**config.mk**
```make
export PLATFORM = sky130hd
export DESIGN_NAME = hbat_match
export DESIGN_NICKNAME = d
export VERILOG_FILES = /design/src/hdl/hbat_pkg.sv /design/src/hdl/hbat_match.sv
export SDC_FILE = /design/constraint.sdc
export NUM_CORES = 1
export LEC_CHECK = 0
export CORE_MARGIN = 3
export CORE_UTILIZATION = 25
export DETAILED_ROUTE_END_ITERATION = 12
export DONT_BUFFER_PORTS = 1
export PLACE_DENSITY = 0.46
export RECOVER_POWER = 100
export SLEW_MARGIN = 20
export SYNTH_ARGS = -nofsm -noshare
export SYNTH_HDL_FRONTEND = slang
export SYNTH_SLANG_ARGS = --single-unit
```
**constraint.sdc**
```tcl
create_clock -name vclk -period 3.2
set_input_delay 0.32 -clock vclk [all_inputs]
set_output_delay 0.32 -clock vclk [all_outputs]
set_load 0.03 [all_outputs]
```
**src/hdl/hbat_pkg.sv**
```systemverilog
package hbat_pkg;

    localparam int SLOTS_DEF = 64;
    localparam int CAP_W     = 7;
    localparam int THR_W     = 3;
    localparam int ID_W      = 32;
    localparam int PC_W      = 48;
    localparam int KIND_W    = 3;
    localparam int S_TDATA_W = 88;
    localparam int M_TDATA_W = 24;
    localparam int CNT_MAX   = 127;

    localparam logic [CAP_W-1:0] CAP_RST = CAP_W'(32);

    localparam logic [KIND_W-1:0] KIND_ADD      = 3'd0;
    localparam logic [KIND_W-1:0] KIND_RESOLVE  = 3'd1;
    localparam logic [KIND_W-1:0] KIND_COMMIT   = 3'd2;
    localparam logic [KIND_W-1:0] KIND_SQ_AFTER = 3'd3;
    localparam logic [KIND_W-1:0] KIND_SQ_TGT   = 3'd4;
    localparam logic [KIND_W-1:0] KIND_CLR_THR  = 3'd5;

    typedef enum logic [1:0] {
        ST_IDLE,
        ST_SWEEP,
        ST_FINISH
    } t_state;

    typedef struct packed {
        logic             resolved;
        logic             admitted;
        logic [THR_W-1:0] thread;
        logic [ID_W-1:0]  target;
        logic [PC_W-1:0]  address;
    } t_entry;

    typedef struct packed {
        logic thr_eq;
        logic tgt_eq;
        logic tgt_gt;
        logic addr_eq;
        logic key_eq;
    } t_match;

endpackage

```
**src/hdl/hbat_match.sv**
```systemverilog
module hbat_match (
    input  hbat_pkg::t_entry                i_entry,
    input  logic [hbat_pkg::THR_W-1:0]      i_thread,
    input  logic [hbat_pkg::ID_W-1:0]       i_id,
    input  logic [hbat_pkg::PC_W-1:0]       i_pc,
    output hbat_pkg::t_match                o_match
);
    import hbat_pkg::*;

    always_comb begin
        o_match.thr_eq  = (i_entry.thread == i_thread);
        o_match.tgt_eq  = (i_entry.target == i_id);
        o_match.tgt_gt  = (i_entry.target > i_id);
        o_match.addr_eq = (i_entry.address == i_pc);
        o_match.key_eq  = o_match.thr_eq && o_match.tgt_eq && o_match.addr_eq;
    end

endmodule

```
==> flow_results.xml <==
<?xml version="1.0" encoding="UTF-8"?>
<metrics>
  <group name="status">
    <metric name="result_of_the_run" unit="">complete, no violations</metric>
  </group>
  <group name="grt">
    <metric name="groute.layer.met2.usage" unit="%">14.7</metric>
    <metric name="grt_max_degree" unit="">4</metric>
    <metric name="global_route_wire_length_before_repair" unit="µm">4710</metric>
    <metric name="vias_in_the_first_global_route" unit="">1165</metric>
    <metric name="grtUsageTotal" unit="%">8.76</metric>
    <metric name="number_of_antenna_violations_at_the_first_check_in_global_routing" unit="">0</metric>
    <metric name="gr-usage-met1" unit="%">12.8</metric>
    <metric name="global_routing_s_busiest_layer" unit="">met2</metric>
    <metric name="globalRouteOverflowTotal" unit="">0</metric>
    <metric name="globalRouteMet3Util" unit="%">0.776</metric>
  </group>
  <group name="cells_and_area">
    <metric name="final_net_count" unit="">389</metric>
    <metric name="sequential_cell_area" unit="µm²">0</metric>
    <metric name="layoutNonFillerInstCount" unit="">257</metric>
    <metric name="antenna-diode-count" unit="">0</metric>
    <metric name="fin_area" unit="mm²">0.00150</metric>
    <metric name="layout.filler_cells" unit="">593</metric>
    <metric name="layout-drive-gt1-share" unit="%">2.67</metric>
    <metric name="nFlopsAndLatches" unit="">0</metric>
    <metric name="flow.area_growth_from_synthesis" unit="%">6.22</metric>
    <metric name="n_clock_buffer" unit="">0</metric>
  </group>
  <group name="cts">
    <metric name="post_cts_buffers" unit="">0</metric>
    <metric name="ctsHoldBuffers" unit="">0</metric>
    <metric name="post_cts_resize_count" unit="">0</metric>
  </group>
  <group name="detailed_routing">
    <metric name="drt_iter0_drc" unit="">8</metric>
    <metric name="route.detailed.drc" unit="">0</metric>
    <metric name="routedWlPerCell" unit="µm">14.4</metric>
    <metric name="route.antenna.remaining_nets" unit="">0</metric>
    <metric name="route.vias.total" unit="">1260</metric>
    <metric name="routed_wl" unit="µm">3710</metric>
    <metric name="vias_per_cell" unit="">4.90</metric>
    <metric name="detailedRoute.firstPassIterationCount" unit="">4</metric>
  </group>
  <group name="timing">
    <metric name="timing.final.hold_violations" unit="">0</metric>
    <metric name="worst_pin_slew" unit="ns">0.523</metric>
    <metric name="worst_slew_margin_rel" unit="%">64.8</metric>
    <metric name="unrepaired_setup_endpoints_after_global_routing" unit="">no</metric>
    <metric name="setup_total_negative_slack" unit="ns">0</metric>
    <metric name="fmax" unit="GHz">0.395</metric>
    <metric name="setup_slack" unit="ns">0.669</metric>
    <metric name="report.final.setup_viol" unit="">0</metric>
    <metric name="report.final.slew_viol_count" unit="">0</metric>
    <metric name="timing.final.crit_share" unit="%">79.1</metric>
    <metric name="period_minus_slack" unit="ns">2.53</metric>
  </group>
  <group name="worst_setup_path">
    <metric name="endpoint_kind" unit="">output pin</metric>
    <metric name="start_kind" unit="">input pin</metric>
    <metric name="crit_required" unit="ns">2.88</metric>
    <metric name="cp_max_fo" unit="">3</metric>
    <metric name="critPathArrivalTime" unit="ns">2.21</metric>
    <metric name="critPathKind" unit="">input pin to output pin</metric>
    <metric name="critPathLaunch" unit="">i_id[26]</metric>
  </group>
  <group name="power">
    <metric name="fin_total_pwr" unit="mW">0.148</metric>
    <metric name="cellInternalPower" unit="mW">0.0729</metric>
    <metric name="p_leak" unit="nW">0.762</metric>
    <metric name="clock_share_of_power" unit="%">0</metric>
    <metric name="pwr-share-comb" unit="%">100.0</metric>
    <metric name="irDropWorstVdd" unit="mV">0.0366</metric>
    <metric name="pwr-share-seq" unit="%">0</metric>
    <metric name="power-per-cell-area" unit="mW/mm²">99.1</metric>
    <metric name="net_switching" unit="mW">0.0754</metric>
    <metric name="p_sw_share" unit="%">50.8</metric>
  </group>
  <group name="place">
    <metric name="gp_congestion" unit="">0.724</metric>
    <metric name="input_output_buffers" unit="">0</metric>
    <metric name="placed_area" unit="mm²">0.00152</metric>
    <metric name="placed_cells" unit="">257</metric>
    <metric name="detailedPlacementHpwl" unit="µm">3690</metric>
    <metric name="placement.setup.worst_slack" unit="ns">0.821</metric>
  </group>
  <group name="floorplanning">
    <metric name="effective_utilization_at_floorplan" unit="%">26.7</metric>
    <metric name="die_w" unit="µm">81.1</metric>
    <metric name="die_h" unit="µm">81.1</metric>
    <metric name="floorplan.rows" unit="">26</metric>
    <metric name="area_enclosed_by_the_die_boundary" unit="mm²">0.00657</metric>
    <metric name="floorplan.core_area" unit="mm²">0.00527</metric>
    <metric name="io_pins" unit="">173</metric>
  </group>
  <group name="min_path">
    <metric name="hp-start" unit="">i_entry[82]</metric>
    <metric name="timing.hold.worst.class" unit="">input pin to output pin</metric>
  </group>
  <group name="logic_synthesis">
    <metric name="synth_cell_types" unit="">24</metric>
    <metric name="seq_area_frac_synth" unit="%">0</metric>
    <metric name="synth.net_count" unit="">384</metric>
    <metric name="yosys_warns" unit="">0</metric>
    <metric name="synth_area" unit="mm²">0.00141</metric>
    <metric name="post_synthesis_area_per_instance" unit="µm²">7.66</metric>
    <metric name="gate_count_after_technology_mapping" unit="">184</metric>
  </group>
  <group name="run">
    <metric name="drv_cap" unit="">0</metric>
  </group>
</metrics>
==> layout make-up <==
type                       count  area, µm²  area share (%)
inverter                      33        124            8.28
multi-input combinational    151       1270            84.9
tap                           70       87.6            5.85
timing repair buffer           3       15.0            1.00
==> cell families (layout without fill, tap and decap cells) <==
kind of cell / count (synthesis) / in the layout / synth area share (%)
xor gates and xnor gates: 51 / 51 / 31.7
and+or+nand+nor: 44 / 44 / 21.1
buffers and inverters: 33 / 36 / 8.79
adders and majority gates: 32 / 32 / 28.4
AOI/OAI and AO/OA: 24 / 24 / 9.95
==> cells in the mapped netlist, drive strengths merged <==
master  instances  area, µm²
or4             1       11.3
a21oi          14       70.1
nand3           5       30.0
ha             32        400
a21o            1       7.51
inv            33        124
nor2b           1       6.26
and3            1       6.26
nand2           9       33.8
a221oi          1       8.76
o21ba           1       10.0
nand4           8       77.6
xor2           51        447
o211ai          2       15.0
a41oi           1       8.76
and4            3       26.3
nor4           12       75.1
o21ai           4       20.0
nor3            4       31.3
==> worst max-delay path: stages <==
cell and delay, ns:
sky130_fd_sc_hd__inv_1 0.02, sky130_fd_sc_hd__ha_1 0.31, sky130_fd_sc_hd__nand4_1 0.15, sky130_fd_sc_hd__or4_1 0.59, sky130_fd_sc_hd__nor3_1 0.40, sky130_fd_sc_hd__and3_1 0.41
==> through the flow <==
step	hold WS [ns]	util (%)
after detailed placement	0.975	28.8
after floorplan	0.896	-
after global routing	1.06	28.4
after global placement	0.964	28.8
final	1.02	28.4
after CTS	0.975	28.8
==> power groups by stage <==
stage	Sequential (mW)	Clock, mW	Combinational [mW]
after global routing	0	0	0.171
final	0	0	0.148
after CTS	0	0	0.153
after floorplan	0	0	0.126
after detailed placement	0	0	0.152
after global placement	0	0	0.150
==> routing by layer <==
metal	vias up	wire [µm]	share of wire (%)
met1	536	1610	43
met2	78	1810	49
met3	0	289	7.8
li1	646	-	-
met4	0	0	0
met5	-	0	0
==> final timing paths <==
| check | endpoint | slack, ns | depth (start not counted) |
|---|---|---|---|
| min | o_match[4] | 1.02 | 3 |
| max | o_match[0] | 0.67 | 6 |
==> cell usage in the layout, fill, tap and decap left out, drive strengths merged, types with 2 or more instances in the layout <==
cell	instances
nand4	8
o211ai	2
ha	32
a21oi	14
inv	33
and4	3
xor2	51
nor3	4
nand3	5
nor4	12
nand2	9
o21ai	4
clkbuf	2
Power figures use the tool's default switching activity.
